--- src/hw/rtl/bb3_fifo.sv ---
module bb3_fifo #(
  parameter int WIDTH = 8,
  parameter int DEPTH = 4
) (
  input  logic                       clk,
  input  logic                       rst_n,
  input  logic                       push,
  input  logic [WIDTH-1:0]           wr_data,
  output logic                       full,
  input  logic                       pop,
  output logic [WIDTH-1:0]           rd_data,
  output logic                       empty,
  output logic [$clog2(DEPTH+1)-1:0] count
);

  localparam int PW = $clog2(DEPTH);
  localparam int CNT_W = $clog2(DEPTH + 1);

  logic [WIDTH-1:0] mem_r [DEPTH];
  logic [PW-1:0]    wr_ptr_r, wr_ptr_nxt;
  logic [PW-1:0]    rd_ptr_r, rd_ptr_nxt;
  logic [CNT_W-1:0] count_r, count_nxt;
  logic             do_push, do_pop;

  assign full    = (count_r == CNT_W'(DEPTH));
  assign empty   = (count_r == '0);
  assign do_push = push && !full;
  assign do_pop  = pop && !empty;
  assign rd_data = mem_r[rd_ptr_r];
  assign count   = count_r;

  always_comb begin
    wr_ptr_nxt = wr_ptr_r;
    rd_ptr_nxt = rd_ptr_r;
    count_nxt  = count_r;
    if (do_push) begin
      wr_ptr_nxt = (wr_ptr_r == PW'(DEPTH - 1)) ? '0 : wr_ptr_r + 1'b1;
    end
    if (do_pop) begin
      rd_ptr_nxt = (rd_ptr_r == PW'(DEPTH - 1)) ? '0 : rd_ptr_r + 1'b1;
    end
    unique case ({do_push, do_pop})
      2'b10:   count_nxt = count_r + 1'b1;
      2'b01:   count_nxt = count_r - 1'b1;
      default: count_nxt = count_r;
    endcase
  end

  always_ff @(posedge clk) begin
    if (!rst_n) begin
      wr_ptr_r <= '0;
      rd_ptr_r <= '0;
      count_r  <= '0;
    end else begin
      wr_ptr_r <= wr_ptr_nxt;
      rd_ptr_r <= rd_ptr_nxt;
      count_r  <= count_nxt;
    end
  end

  always_ff @(posedge clk) begin
    if (do_push) begin
      mem_r[wr_ptr_r] <= wr_data;
    end
  end

endmodule

--- config.mk ---
export PLATFORM = sky130hd
export DESIGN_NAME = bb3_fifo
export DESIGN_NICKNAME = d
export VERILOG_FILES = /design/src/hw/rtl/bb3_fifo.sv
export SDC_FILE = /design/constraint.sdc
export NUM_CORES = 1
export LEC_CHECK = 0
export BUFFER_PORTS_ARGS = -buffer_cell sky130_fd_sc_hd__buf_4
export CAP_MARGIN = 5
export CORE_UTILIZATION = 55
export CTS_BUF_LIST = sky130_fd_sc_hd__clkbuf_2 sky130_fd_sc_hd__clkbuf_4 sky130_fd_sc_hd__clkbuf_8
export DETAILED_ROUTE_END_ITERATION = 8
export PLACE_DENSITY = 0.89
export SLEW_MARGIN = 15
export SYNTH_ARGS = -nofsm -noshare
export SYNTH_HDL_FRONTEND = slang
export SYNTH_SLANG_ARGS = --single-unit
--- constraint.sdc ---
create_clock -name clk -period 2.65 [get_ports clk]
set_input_delay 0.795 -clock clk [delete_from_list [all_inputs] [get_ports clk]]
set_output_delay 0.795 -clock clk [all_outputs]
set_load 0.01 [all_outputs]
==> results.md <==
- Number of antenna diodes: 0
- Total CTS buffers: 5
- Resized Gates After CTS: 0
- Yosys synthesis warning count: 0
- Filler Cells Inserted: 182
- Critical Path Source Type: register
- Layout cell share with drive strength beyond 1: 33.1%
- Critical path buffer and inverter count: 2
- Clock tree from TritonCTS: done
- Share of the synthesized area in the top cell type: 58.4%
- Number of cell rows: 19
- Die Width: 56.7 µm
- Leak pwr: ~0.73 nW
- Syn_nets: between 100 and 150
- Critical path start-end classification: register to primary output
- 1st-pass router iterations: 6
- CP max FO: 8
- Number of nets still failing antenna checks after routing: 0
- Library cell used as clock root buffer: sky130_fd_sc_hd__clkbuf_4
- Post-placement setup slack: 184 ps
- Count of clock tree sinks: 41
- Highest achievable clock rate: 425 MHz
- Initial core utilization: 58.6%
- Number of top-level pins: 25
- Hold Path Depth: 2
- Cell-by-cell listing of the critical path: buf_4, mux4_2, buf_4
- Max H-tree Level: 2
- Final-layout setup total negative slack: 0 ps
- Max-slew headroom at the worst pin: 62.9%
- Tightest Pin Transition: 552 ps
- GPL Wtd Cong: 0.707
- Final cycle utilization of the critical path: 88.7%
- Path class of the lowest-slack min-delay path: register to register
- Maximum clock path buffer count: 2
- Core box area: 2810 µm²
- WP data arrival: between 1500 and 2000 ps
- Residual DRC: 5
- Detail-routed via count per cell: 5.46
- Areal power density over the cells: 944 nW/µm²
- Endpoint kind of the worst setup timing path: primary output
- Area of the die: 3210 µm²
- Synth Register Bits: 41
- Seq/Total Area, Yosys: 69.4%
- DR vias: 862
- Detailed-placement wirelength estimate: ~1900 µm
- Postcts setup bufs: 0
- Required time at the worst-slack endpoint: 1860 ps
- Post-layout utilization of the core: a little over two thirds
- Minimum setup slack in the final design: 299 ps
- Violation count after the first detailed-route iteration: 19
- Setup violation total in the final timing report: 0
- Number of cells produced by synthesis: 98
- # port buffers: 24
- Worst VDD drop: between 0.6 and 0.7 mV
- Master of the slowest instance on the critical path: sky130_fd_sc_hd__mux4_2
- Final hold violation count: 0
- Aggregate routed wire length: 2740 µm
- Initial antenna violation count: 0
- Clock latency reported for the late side of the worst-skew pair: around 340 ps
- Wire length of the first global-routing pass: 4300 µm
- Largest net degree at the start of global routing: 14
- Total global routing track utilization: 19.3%
- Final worst path period need: 2350 ps
- Layout Area Growth over Synthesis: 19.0%
- Unrepaired setup endpoints after global routing: no
- # hold bufs at CTS: 0
- Die Ht: about 57 µm
- Synth cell types: 22
- Total global routing overflow: 0
- Overall Power: 1.85 mW
- Area leader, netlist: sky130_fd_sc_hd__edfxtp_1
- Max-cap violation count: 0
- CP peak stage delay: 530 ps
- Number of nets in the final layout: 145
- Fin. max-slew vios: 0
- Ranking of synthesized cells by area: sky130_fd_sc_hd__edfxtp_1 58%, sky130_fd_sc_hd__dfxtp_1 11%, sky130_fd_sc_hd__mux4_2 11%
- Delay-heaviest family, CP: multiplexers
- Mean post-synth cell area: 16.8 µm²
- Detail-routed net length per standard cell: 17.3 µm
- Violated checks: design-rule violations
- Clock-pin slew on the worst setup and hold paths: between 100 and 150 ps
- Area of the multi-input gates: 459 µm²
- Worst reg2reg path depth: 9
- Number of global-route vias before repair: 883
- Status: finished, violations left
- Maximum clock skew at final layout: 6.52 ps
- Most frequent CP cell: sky130_fd_sc_hd__buf_4
- Combined area of all synthesized cells: between 1500 and 2000 µm²
- Total area of sequential cells: 1140 µm²
- Critical path depth: 3
==> flip-flops by register name, summed over array words and instances (netlist names), named ones only <==
signal,cells
rd_ptr_r,2
wr_ptr_r,2
count,3
mem_r,32
==> cells in the mapped netlist (all sizes together) <==
cell type  count
a21boi         1
and2           6
buf            2
clkbuf         2
dfxtp          9
edfxtp        32
fa             1
ha             6
inv            7
mux2i          2
mux4           8
nand2          7
nand3          2
nor2           2
nor2b          1
nor3           1
nor3b          1
o21ai          4
o31ai          1
or3            1
xnor2          1
xor2           1
==> final cells by class <==
cell class,instances,share of cell area (%)
inverters,7,1.34
flip-flops and latches,41,58.3
multi-input cells,46,23.5
repair buffers,25,9.60
well taps,31,1.98
clock buffers,5,1.92
clock inverters,3,3.33
==> metal layers <==
| metal | routed length [µm] | up-vias | global-route usage (%) |
|---|---|---|---|
| li1 | - | 418 | - |
| met4 | 34 | 0 | 6.79 |
| met2 | 1480 | 23 | 33.7 |
| met5 | 0 | - | 0 |
| met3 | 95 | 4 | 6.22 |
| met1 | 1130 | 417 | 22.3 |
==> path summary, 6_finish.rpt <==
check	end	slack (ps)	startpoint
max	rd_data[4]	300	register
min	wr_ptr_r[1]	510	wr_ptr_r[1]
max reg2reg	count[2]	410	count[2]
min reg2reg	wr_ptr_r[1]	510	wr_ptr_r[1]
==> tightest hold or removal path: cells and delay by family (launching register included) <==
family           cells  cell delay, ps
multiplexers         1              60
AND/OR/NAND/NOR      1              60
flip-flops           1             350
==> layout by cell type, fill, tap and decap left out, drive strengths merged, types with 2 or more instances in the layout <==
cell    count
edfxtp     32
inv         7
clkbuf      5
mux2i       2
dfxtp       9
bufinv      2
nor2        2
o21ai       4
and2        6
buf        25
nand2       7
mux4        8
nand3       2
ha          6
==> cells by family (layout without fill, tap and decap cells) <==
group / after synthesis / after routing / share of synthesized area [%]
compound gates: 6 / 6 / 2.13
xor+xnor: 2 / 2 / 1.07
fa+ha+maj: 7 / 7 / 5.78
buf+inv: 11 / 40 / 2.66
flops: 41 / 41 / 69.4
mux: 10 / 10 / 12.2
simple gates: 21 / 21 / 6.77
==> metrics by stage <==
step	cell area, µm²	hold WS, ps	std cells
floorplan	1640	468	98
global placement	1850	482	150
detailed placement	1850	500	150
CTS	1960	516	158
global route	1960	526	158
finish	1960	512	158
==> where the power goes <==
group | leakage, nW | internal [mW] | switching, mW
logic | 0.310 | 0.273 | 0.245
clock network | 0.0552 | 0.292 | 0.193
registers | 0.367 | 0.785 | 0.0590
(Power assumes the default switching activity.)
