## src/hw/rtl/bb3_pkg.sv

```systemverilog
package bb3_pkg;

  localparam int CHAN_W         = 8;
  localparam int PIX_W          = 3 * CHAN_W;
  localparam int WIDTH_FIELD_W  = 11;
  localparam int HEIGHT_FIELD_W = 13;
  localparam int CFG_DATA_W     = 13;
  localparam int CFG_IDX_W      = 4;
  localparam int RESET_DIM      = 1024;

  // Neighbourhood arithmetic: 3 values of 8 bits per column, 9 per window.
  localparam int COL_SUM_W   = 10;
  localparam int SUM_W       = 12;
  // Divide by 9 as multiply by ceil(2^16 / 9) and shift; exact for sums up to 2295.
  localparam int RECIP_W     = 13;
  localparam int RECIP_SHIFT = 16;
  localparam logic [RECIP_W-1:0] RECIP = 13'd7282;

  localparam int MID_DEPTH = 4;
  localparam int OUT_DEPTH = 8;
  localparam int OUT_CNT_W = $clog2(OUT_DEPTH + 1);

  localparam logic CMD_PIXEL = 1'b0;
  localparam logic CMD_DRAIN = 1'b1;

  typedef enum logic [CFG_IDX_W-1:0] {
    REG_IMAGE_WIDTH  = 4'd0,
    REG_IMAGE_HEIGHT = 4'd1
  } cfg_reg_t;

  typedef struct packed {
    logic              command;
    logic [CHAN_W-1:0] red;
    logic [CHAN_W-1:0] green;
    logic [CHAN_W-1:0] blue;
  } in_item_t;

  typedef struct packed {
    logic [CHAN_W-1:0] out_red;
    logic [CHAN_W-1:0] out_green;
    logic [CHAN_W-1:0] out_blue;
    logic              frame_end;
  } out_item_t;

  typedef struct packed {
    logic emit;
    logic interior;
    logic last;
  } flags_t;

  typedef struct packed {
    logic [PIX_W-1:0] pix;
    flags_t           flags;
  } job_t;

endpackage

```

## src/hw/rtl/bb3_front.sv

```systemverilog
module bb3_front #(
  parameter int MAX_WIDTH  = 1024,
  parameter int MAX_HEIGHT = 4096
) (
  input  logic                             clk,
  input  logic                             rst_n,
  input  logic                             in_push,
  input  bb3_pkg::in_item_t                in_data,
  input  logic                             cfg_we,
  input  logic [bb3_pkg::CFG_IDX_W-1:0]    cfg_index,
  input  logic [bb3_pkg::CFG_DATA_W-1:0]   cfg_data,
  input  logic                             mid_full,
  output logic                             mid_push,
  output logic [$clog2(MAX_WIDTH)-1:0]     mid_col,
  output bb3_pkg::job_t                    mid_job
);
  import bb3_pkg::*;

  localparam int WW = $clog2(MAX_WIDTH + 1);
  localparam int CW = $clog2(MAX_WIDTH);
  localparam int HW = $clog2(MAX_HEIGHT + 1);
  localparam int RW = $clog2(MAX_HEIGHT + 4);
  localparam int RST_W = (RESET_DIM > MAX_WIDTH) ? MAX_WIDTH : RESET_DIM;
  localparam int RST_H = (RESET_DIM > MAX_HEIGHT) ? MAX_HEIGHT : RESET_DIM;

  logic [WW-1:0] width_r, width_nxt;
  logic [HW-1:0] height_r, height_nxt;
  logic [CW-1:0] in_col_r, in_col_nxt;
  logic [RW-1:0] in_row_r, in_row_nxt;
  logic [CW-1:0] out_col_r, out_col_nxt;
  logic [HW-1:0] out_row_r, out_row_nxt;

  logic [WIDTH_FIELD_W-1:0]  cfg_w_raw;
  logic [HEIGHT_FIELD_W-1:0] cfg_h_raw;
  logic [WW-1:0]             cfg_w;
  logic [HW-1:0]             cfg_h;
  logic                      cfg_hit;
  logic                      accept, filled, is_drain, take;
  logic                      emit, interior, last, col_wrap;
  logic [WW-1:0]             w_m1;
  logic [HW-1:0]             h_m1;

  assign cfg_w_raw = cfg_data[WIDTH_FIELD_W-1:0];
  assign cfg_h_raw = cfg_data[HEIGHT_FIELD_W-1:0];
  assign cfg_hit   = cfg_we && (cfg_index == REG_IMAGE_WIDTH || cfg_index == REG_IMAGE_HEIGHT);

  // Clamp written dimensions: zero reads as one, overlarge saturates.
  always_comb begin
    priority if (cfg_w_raw == '0) begin
      cfg_w = WW'(1);
    end else if (32'(cfg_w_raw) > 32'(MAX_WIDTH)) begin
      cfg_w = WW'(MAX_WIDTH);
    end else begin
      cfg_w = WW'(cfg_w_raw);
    end
    priority if (cfg_h_raw == '0) begin
      cfg_h = HW'(1);
    end else if (32'(cfg_h_raw) > 32'(MAX_HEIGHT)) begin
      cfg_h = HW'(MAX_HEIGHT);
    end else begin
      cfg_h = HW'(cfg_h_raw);
    end
  end

  assign accept   = in_push && !mid_full;
  assign filled   = (in_row_r >= RW'(height_r));
  assign is_drain = (in_data.command == CMD_DRAIN);
  // Pixels count only before the frame is complete, drains only after.
  assign take     = accept && (is_drain == filled);

  assign w_m1     = width_r - 1'b1;
  assign h_m1     = height_r - 1'b1;
  assign col_wrap = ((WW'(in_col_r) + WW'(1)) >= width_r);
  // Nothing leaves until one row plus one pixel has gone in.
  assign emit     = !((in_row_r == '0) || (in_row_r == RW'(1) && in_col_r == '0));
  assign interior = (out_row_r != '0) && ((HW+1)'(out_row_r) + (HW+1)'(2) <= (HW+1)'(height_r))
                 && (out_col_r != '0) && ((WW+1)'(out_col_r) + (WW+1)'(2) <= (WW+1)'(width_r));
  assign last     = (out_row_r == h_m1) && (out_col_r == CW'(w_m1));

  always_comb begin
    width_nxt   = width_r;
    height_nxt  = height_r;
    in_col_nxt  = in_col_r;
    in_row_nxt  = in_row_r;
    out_col_nxt = out_col_r;
    out_row_nxt = out_row_r;
    priority if (cfg_hit) begin
      if (cfg_index == REG_IMAGE_WIDTH) begin
        width_nxt = cfg_w;
      end else begin
        height_nxt = cfg_h;
      end
      in_col_nxt  = '0;
      in_row_nxt  = '0;
      out_col_nxt = '0;
      out_row_nxt = '0;
    end else if (take) begin
      if (col_wrap) begin
        in_col_nxt = '0;
        in_row_nxt = in_row_r + 1'b1;
      end else begin
        in_col_nxt = in_col_r + 1'b1;
      end
      if (emit) begin
        priority if (last) begin
          in_col_nxt  = '0;
          in_row_nxt  = '0;
          out_col_nxt = '0;
          out_row_nxt = '0;
        end else if (out_col_r == CW'(w_m1)) begin
          out_col_nxt = '0;
          out_row_nxt = out_row_r + 1'b1;
        end else begin
          out_col_nxt = out_col_r + 1'b1;
        end
      end
    end
  end

  always_ff @(posedge clk) begin
    if (!rst_n) begin
      width_r   <= WW'(RST_W);
      height_r  <= HW'(RST_H);
      in_col_r  <= '0;
      in_row_r  <= '0;
      out_col_r <= '0;
      out_row_r <= '0;
    end else begin
      width_r   <= width_nxt;
      height_r  <= height_nxt;
      in_col_r  <= in_col_nxt;
      in_row_r  <= in_row_nxt;
      out_col_r <= out_col_nxt;
      out_row_r <= out_row_nxt;
    end
  end

  assign mid_push             = take;
  assign mid_col              = in_col_r;
  assign mid_job.pix          = is_drain ? '0 : {in_data.red, in_data.green, in_data.blue};
  assign mid_job.flags.emit     = emit;
  assign mid_job.flags.interior = interior;
  assign mid_job.flags.last     = emit && last;

endmodule

```

## config.mk

```make
export PLATFORM = sky130hd
export DESIGN_NAME = bb3_front
export DESIGN_NICKNAME = d
export VERILOG_FILES = /design/src/hw/rtl/bb3_pkg.sv /design/src/hw/rtl/bb3_front.sv
export SDC_FILE = /design/constraint.sdc
export NUM_CORES = 1
export LEC_CHECK = 0
export BUFFER_PORTS_ARGS = -buffer_cell sky130_fd_sc_hd__buf_2
export CORE_AREA = 8 8 122 124
export CTS_CLUSTER_SIZE = 30
export DETAILED_ROUTE_END_ITERATION = 8
export DIE_AREA = 0 0 130 132
export PLACE_DENSITY = 0.64
export SYNTH_ARGS = -nofsm -noshare
export SYNTH_HDL_FRONTEND = slang
export SYNTH_SLANG_ARGS = --single-unit
export TNS_END_PERCENT = 5
```

## constraint.sdc

```tcl
create_clock -name clk -period 4.2 [get_ports clk]
set_clock_uncertainty 0.1 [all_clocks]
set_input_delay 0.42 -clock clk [delete_from_list [all_inputs] [get_ports clk]]
set_output_delay 0.42 -clock clk [all_outputs]
set_load 0.02 [all_outputs]
```

==> run_results.csv, run 1 <==
group,metric,value,unit
timing,fin_crit_sh,0.876,
die,num_rows,42,
outcome,run_status,"completed",
setup_path,cp-start-kind,"flip-flop",
die,coreArea,0.0130,mm^2
setup_path,cp_data_required_time,3.68,ns
routing,drtIter0Drc,379,
synth,syn_avg_cell_area,7.89,um^2
timing,slew_headroom,0.425,
placement,portBuffers,84,
timing,tightest_slew,0.851,ns
finish,final_area,0.00652,mm^2
timing,final_max_slew_viol_count,0,
setup_path,cp_top_family,"compound AO/OA/AOI/OAI gates",
synth,synth_seq_area_share,0.245,
die,dieArea,0.0172,mm^2
global_routing,grt_usage,0.187,
setup_path,cp_max_fo,12,
timing,fmax,0.272,GHz
synth,netlist_instances,725,
setup_path,path_cells,"inv_1 > ha_1 > a21oi_1 > a21boi_0 > o311ai_0 > a21boi_0 > o21ai_0 > inv_1 > buf_2",
power,internal_power,1.15,mW
finish,fin_util,0.502,
setup_path,cp.depth,9,
clock_tree,cts_tree,"done",
die,fp.dieW,130,um
die,die_y,132,um
placement,gp_congestion,0.927,
clock_tree,hold_buffers,0,
timing,finalSetupViolCount,0,
synth,syn-num-nets,833,
timing,rsz0062_at_grt,"no",
finish,area_growth,14.0,%
power,fin_total_pwr,1.54,mW
timing,worst_hold_slack,0.281,ns
timing,layout_setup_ws,0.521,ns
clock_tree,cts_setup_buffers,0,
setup_path,ff2ff_path_depth,11,
finish,seq_area,0.00140,mm^2
routing,vias,5345,
synth,synth_cell_types,62,
die,initial_core_util,0.441,
placement,dp_hpwl,12700,um
routing,drc_errors,0,
synth,ys_ff_latch,70,
clock_tree,clock_path_buffers,2,
finish,drive_gt1_frac,0.148,
routing,ant_nets,0,
clock_tree,htreeDepth,3,
clock_tree,clkTransAtPathRegs,0.06,ns
synth,syn-cell-area,0.00572,mm^2
die,io_pins,85,
clock_tree,root_buffer,"clkbuf_16",
timing,finalSetupTns,0,ns
global_routing,grt_overflow_total,0,
synth,synth_ff_type,"dfxtp_1",
timing,fin_crit,3.68,ns
setup_path,end_kind,"output port",
routing,routed_wirelength,15800,um
finish,instances_no_fill,967,
setup_path,critical_path.max_stage_delay,0.61,ns
routing,first_pass_iters,5,
finish,antenna_cells,0,
global_routing,grt_pass1_vias,5127,
routing,post_drt_wl_per_cell,16.4,um
routing,vias_per_cell,5.53,
setup_path,cpMaxStageDelayCell,"o311ai_0",
power,max-vdd-ir-drop,139,uV
timing,hold_viol_final,0,
power,pwr-share-clk,0.468,
global_routing,grt_pass1_wl,25900,um
global_routing,grt_max_degree,29,
power,p_seq_frac,0.436,
clock_tree,insertion_delay,0.34,ns
setup_path,worst-path-buf-inv,3,
power,combPwrFrac,0.095,
clock_tree,cts_made_buffers,9,
placement,dp.cells,952,
hold_path,hold-path-cell-count,3,
global_routing,antenna_found_initial,0,
clock_tree,cts.sinks,70,
power,p_leak,2.82,nW
power,power_density,236,mW/mm^2
hold_path,hold_class,"input port to flip-flop",
synth,synth-edff-count,0,
setup_path,worstSetupPathType,"flip-flop to output port",
finish,multi_input_area,0.00398,mm^2
setup_path,arrival,3.16,ns
placement,pre_cts_slack,0.677,ns
flow_run,max_cap_viol_count,0,
finish,n_fill_cell,1260,
power,switchingPower,388,uW
synth,synth_warnings,0,
finish,fin_nets,895,
placement,placed_cell_area,0.00625,mm^2
synth,async_reset_ff_frac,0,
clock_tree,cts_resized,0,
power,p_sw_frac,0.252,
registers in the layout, summed over array words and instances (netlist names):
signal     count
in_row_r      13
width_r       11
out_row_r     13
mid_col       10
height_r      13
out_col_r     10
power by group through the flow:
stage	clock network [mW]	logic [mW]	registers (mW)
6_report	0.721	0.147	0.672
5_1_grt	0.768	0.161	0.672
4_1_cts	0.735	0.147	0.672
3_5_place_dp	0	0.146	0.686
3_3_place_gp	0	0.143	0.686
2_1_floorplan	0	0.0903	0.685
cell families after synthesis:
| logic type | after synthesis | share of synthesized area |
|---|---|---|
| and+or+nand+nor | 293 | 0.280 |
| buffers and inverters | 86 | 0.0590 |
| AOI/OAI and AO/OA | 138 | 0.163 |
| DFF | 70 | 0.245 |
| muxes | 6 | 0.0107 |
| xor gates and xnor gates | 71 | 0.109 |
| adders and majority gates | 61 | 0.133 |
metal layers:
metal,GRT usage,share of wire
met3,0.0307,0.040
met2,0.318,0.50
met4,0.0723,0.018
met5,0,0
met1,0.228,0.44
cell type report:
class,count,share of cell area
multi-input cells,569,0.611
flip-flops and latches,70,0.215
repair buffers,90,0.0714
clock buffers,11,0.0388
well taps,176,0.0338
inverters,47,0.0271
clock inverters,4,0.00345
synth_stat cells (all sizes together) (17+ instances only):
cell	count	area share
o21ai	23	0.021
nor2b	42	0.046
nand4	18	0.022
xnor2	35	0.054
inv	47	0.031
nand2	44	0.029
clkbuf	31	0.020
nor3	19	0.017
nor2	52	0.034
nor4	17	0.021
xor2	36	0.055
a21oi	40	0.036
dfxtp	70	0.24
ha	61	0.13
nand3	43	0.038
placed cells by master, fill, tap and decap left out, drive strengths merged, types with 5 or more instances in the layout:
cell type / netlist / final
nor4: 17 / 17
nand2b: 7 / 7
and2: 6 / 6
a21o: 6 / 6
a21boi: 13 / 13
and4: 6 / 6
clkbuf: 31 / 11
o211ai: 5 / 5
buf: 8 / 90
xnor2: 35 / 35
a32o: 6 / 6
a21oi: 40 / 40
or3: 10 / 10
nor2b: 42 / 42
dfxtp: 70 / 70
o21ai: 23 / 23
nand3: 43 / 43
o21a: 5 / 5
ha: 61 / 61
xor2: 36 / 36
and3: 9 / 9
nand4: 18 / 18
or4: 5 / 5
mux2i: 5 / 5
inv: 47 / 47
nor3: 19 / 19
nand2: 44 / 44
a22oi: 10 / 10
nor2: 52 / 52
worst register-to-register path, delay by kind of cell (launching register included):
kind                       cells  cell delay, ns
AOI/OAI and AO/OA              6            1.51
and+or+nand+nor                1            0.59
DFF                            1            0.46
buffers and inverters          2            0.36
adders and majority gates      1            0.35
muxes                          1            0.15
worst paths after layout:
path / startpoint / to / slack (ns)
setup / recovery: height_r[3] / mid_push / 0.52
hold reg to reg: in_row_r[12] / in_row_r[12] / 0.41
hold / removal: cfg_data[7] / width_r[7] / 0.28
setup reg to reg: height_r[3] / mid_col[2] / 0.61
Note: power is estimated with default switching activity, not from simulation.
==> run 2: changes to the inputs <==
--- a/config.mk
+++ b/config.mk
@@ -6,11 +6,13 @@
 export NUM_CORES = 1
 export LEC_CHECK = 0
 export BUFFER_PORTS_ARGS = -buffer_cell sky130_fd_sc_hd__buf_2
-export CORE_AREA = 8 8 122 124
+export CELL_PAD_IN_SITES_DETAIL_PLACEMENT = 1
+export CELL_PAD_IN_SITES_GLOBAL_PLACEMENT = 1
+export CORE_AREA = 8 8 125 127
 export CTS_CLUSTER_SIZE = 30
 export DETAILED_ROUTE_END_ITERATION = 8
-export DIE_AREA = 0 0 130 132
-export PLACE_DENSITY = 0.64
+export DIE_AREA = 0 0 133 135
+export PLACE_DENSITY = 0.79
 export SYNTH_ARGS = -nofsm -noshare
 export SYNTH_HDL_FRONTEND = slang
 export SYNTH_SLANG_ARGS = --single-unit
==> run 2 against run 1 <==
Combinational power grew 3%. Worst setup slack lost 0.12 ns. Maximum frequency shrank 3.1%.
==> run_results.csv, run 2 (same netlist as run 1, synthesis figures left out) <==
group,metric,value,unit
global_routing,grt_max_degree,29,
timing,finalSetupTns,0,ns
die,fp.dieW,133,um
timing,fin_crit_sh,0.904,
clock_tree,clkTransAtPathRegs,0.05,ns
die,initial_core_util,0.420,
setup_path,end_kind,"output port",
power,p_leak,2.82,nW
finish,seq_area,0.00140,mm^2
setup_path,critical_path.max_stage_delay,0.51,ns
clock_tree,insertion_delay,0.35,ns
die,die_y,135,um
setup_path,cp_max_fo,6,
timing,layout_setup_ws,0.405,ns
timing,worst_hold_slack,0.271,ns
setup_path,worst-path-buf-inv,1,
timing,finalSetupViolCount,0,
routing,drc_errors,0,
routing,drtIter0Drc,317,
placement,pre_cts_slack,0.405,ns
timing,final_max_slew_viol_count,0,
setup_path,cp_top_family,"simple AND/OR/NAND/NOR gates",
global_routing,antenna_found_initial,0,
placement,dp_hpwl,14900,um
flow_run,max_cap_viol_count,0,
routing,ant_nets,0,
finish,final_common_cell,"buf_2",
clock_tree,cts_made_buffers,9,
routing,vias,5562,
routing,vias_per_cell,5.74,
finish,drive_gt1_frac,0.144,
outcome,run_status,"completed",
finish,antenna_cells,0,
hold_path,hold_class,"input port to flip-flop",
global_routing,grt_pass1_wl,29900,um
setup_path,ff2ff_path_depth,11,
power,max-vdd-ir-drop,167,uV
finish,area_growth,13.9,%
timing,hold_viol_final,0,
finish,final_cell_mix,"84 x buf_2, 70 x dfxtp_1, 61 x ha_1, 52 x nor2_1, 47 x inv_1",
placement,placed_cell_area,0.00624,mm^2
global_routing,grt_usage,0.205,
finish,final_area,0.00652,mm^2
clock_tree,clock_path_buffers,2,
die,coreArea,0.0136,mm^2
clock_tree,htreeDepth,3,
timing,slew_headroom,0.394,
setup_path,startpoint,"out_row_r[7]",
timing,tightest_slew,0.896,ns
finish,fin_nets,894,
setup_path,cp.depth,13,
routing,post_drt_wl_per_cell,19.1,um
placement,gp_congestion,0.958,
setup_path,reg2reg_slack,0.61,ns
die,dieArea,0.0180,mm^2
setup_path,cp_data_required_time,3.68,ns
timing,fmax,0.263,GHz
power,power_density,238,mW/mm^2
setup_path,r2r-end,"mid_col[2]",
global_routing,grt_overflow_total,0,
placement,portBuffers,84,
finish,multi_input_area,0.00398,mm^2
timing,rsz0062_at_grt,"no",
clock_tree,root_buffer,"clkbuf_16",
timing,fin_crit,3.80,ns
routing,routed_wirelength,18500,um
finish,largestRegisters,"height_r (13), in_row_r (13), out_row_r (13)",
setup_path,reg2reg_from,"height_r[3]",
routing,first_pass_iters,4,
global_routing,grt_pass1_vias,5888,
clock_tree,cts.sinks,70,
finish,n_fill_cell,1691,
setup_path,worstSetupPathType,"flip-flop to output port",
setup_path,cp-start-kind,"flip-flop",
setup_path,arrival,3.28,ns
clock_tree,cts_tree,"done",
setup_path,cp_common_cell,"o21ai_0",
setup_path,path_cells,"nand4_1 > or2_0 > nor2_1 > xor2_1 > ha_1 > nor2b_1 > o21ai_0 > nand2b_1 > a21oi_1 > o21ai_0 > o31a_1 > nor3_1 > buf_2",
die,io_pins,85,
setup_path,cpMaxStageDelayCell,"dfxtp_1",
setup_path,endpoint,"mid_job[1]",
die,num_rows,43,
-- run 2: cell count changes in the layout (fill, tap and decap cells not counted), sizes merged --
cell	previous run	this run
buf	90	89
clkbuf	11	13
clkinv	3	1
clkinvlp	1	0
-- run 2: routing by layer --
layer / global-route usage / vias to the layer above / wire length [um]
li1: - / 2693 / -
met2: 0.373 / 85 / 9840
met1: 0.232 / 2746 / 7680
met3: 0.0267 / 38 / 475
met4: 0.0978 / 0 / 549
met5: 0 / - / 0
-- run 2: worst min path at each step --
| stage | startpoint | end | slack [ns] | cells after the start |
|---|---|---|---|---|
| 4_1_cts | cfg_data[10] | width_r[10] | 0.27 | 3 |
| 5_1_grt | cfg_data[10] | width_r[10] | 0.28 | 3 |
| 3_3_place_gp | height_r[12] | height_r[12] | 0.40 | 2 |
| 6_report | cfg_data[10] | width_r[10] | 0.27 | 3 |
| 3_5_place_dp | height_r[12] | height_r[12] | 0.41 | 2 |
| 2_1_floorplan | width_r[9] | width_r[9] | 0.37 | 2 |
-- run 2: area by class of cell --
type                            instances  area share
Multi-Input combinational cell        569       0.611
Sequential cell                        70       0.215
Timing Repair Buffer                   89      0.0702
Clock buffer                           13      0.0415
Tap cell                              180      0.0345
Inverter                               47      0.0271
Clock inverter                          1    0.000768
-- run 2: report_power, final --
part           switching, mW  internal (mW)  total [mW]  leakage [nW]
Clock                  0.290          0.441       0.731         0.138
Combinational         0.0924         0.0591       0.152          2.12
Sequential           0.00482          0.667       0.672         0.564
Total                  0.387           1.17        1.55          2.82
-- run 2: repair_timing --
| item | CTS | global route |
|---|---|---|
| endpoints found under the setup margin | 0 | 5 |
| gates resized for setup | 0 | 1 |
| endpoints found under the hold margin | 0 | 0 |
| buffers inserted | 0 | 0 |
| hold buffers | 0 | 0 |
-- run 2: tightest hold or removal path: cells and delay by family --
| kind | cells | cell delay (ns) |
|---|---|---|
| buffers and inverters | 1 | 0.12 |
| AND/OR/NAND/NOR | 1 | 0.05 |
| AO/OA/AOI/OAI | 1 | 0.08 |
-- run 2: per-stage QoR --
step,total power [mW],utilization,instances
2_1_floorplan,0.775,-,725
3_3_place_gp,0.830,0.459,955
3_5_place_dp,0.837,0.459,955
4_1_cts,1.57,0.479,969
5_1_grt,1.62,0.479,969
6_report,1.55,0.479,969
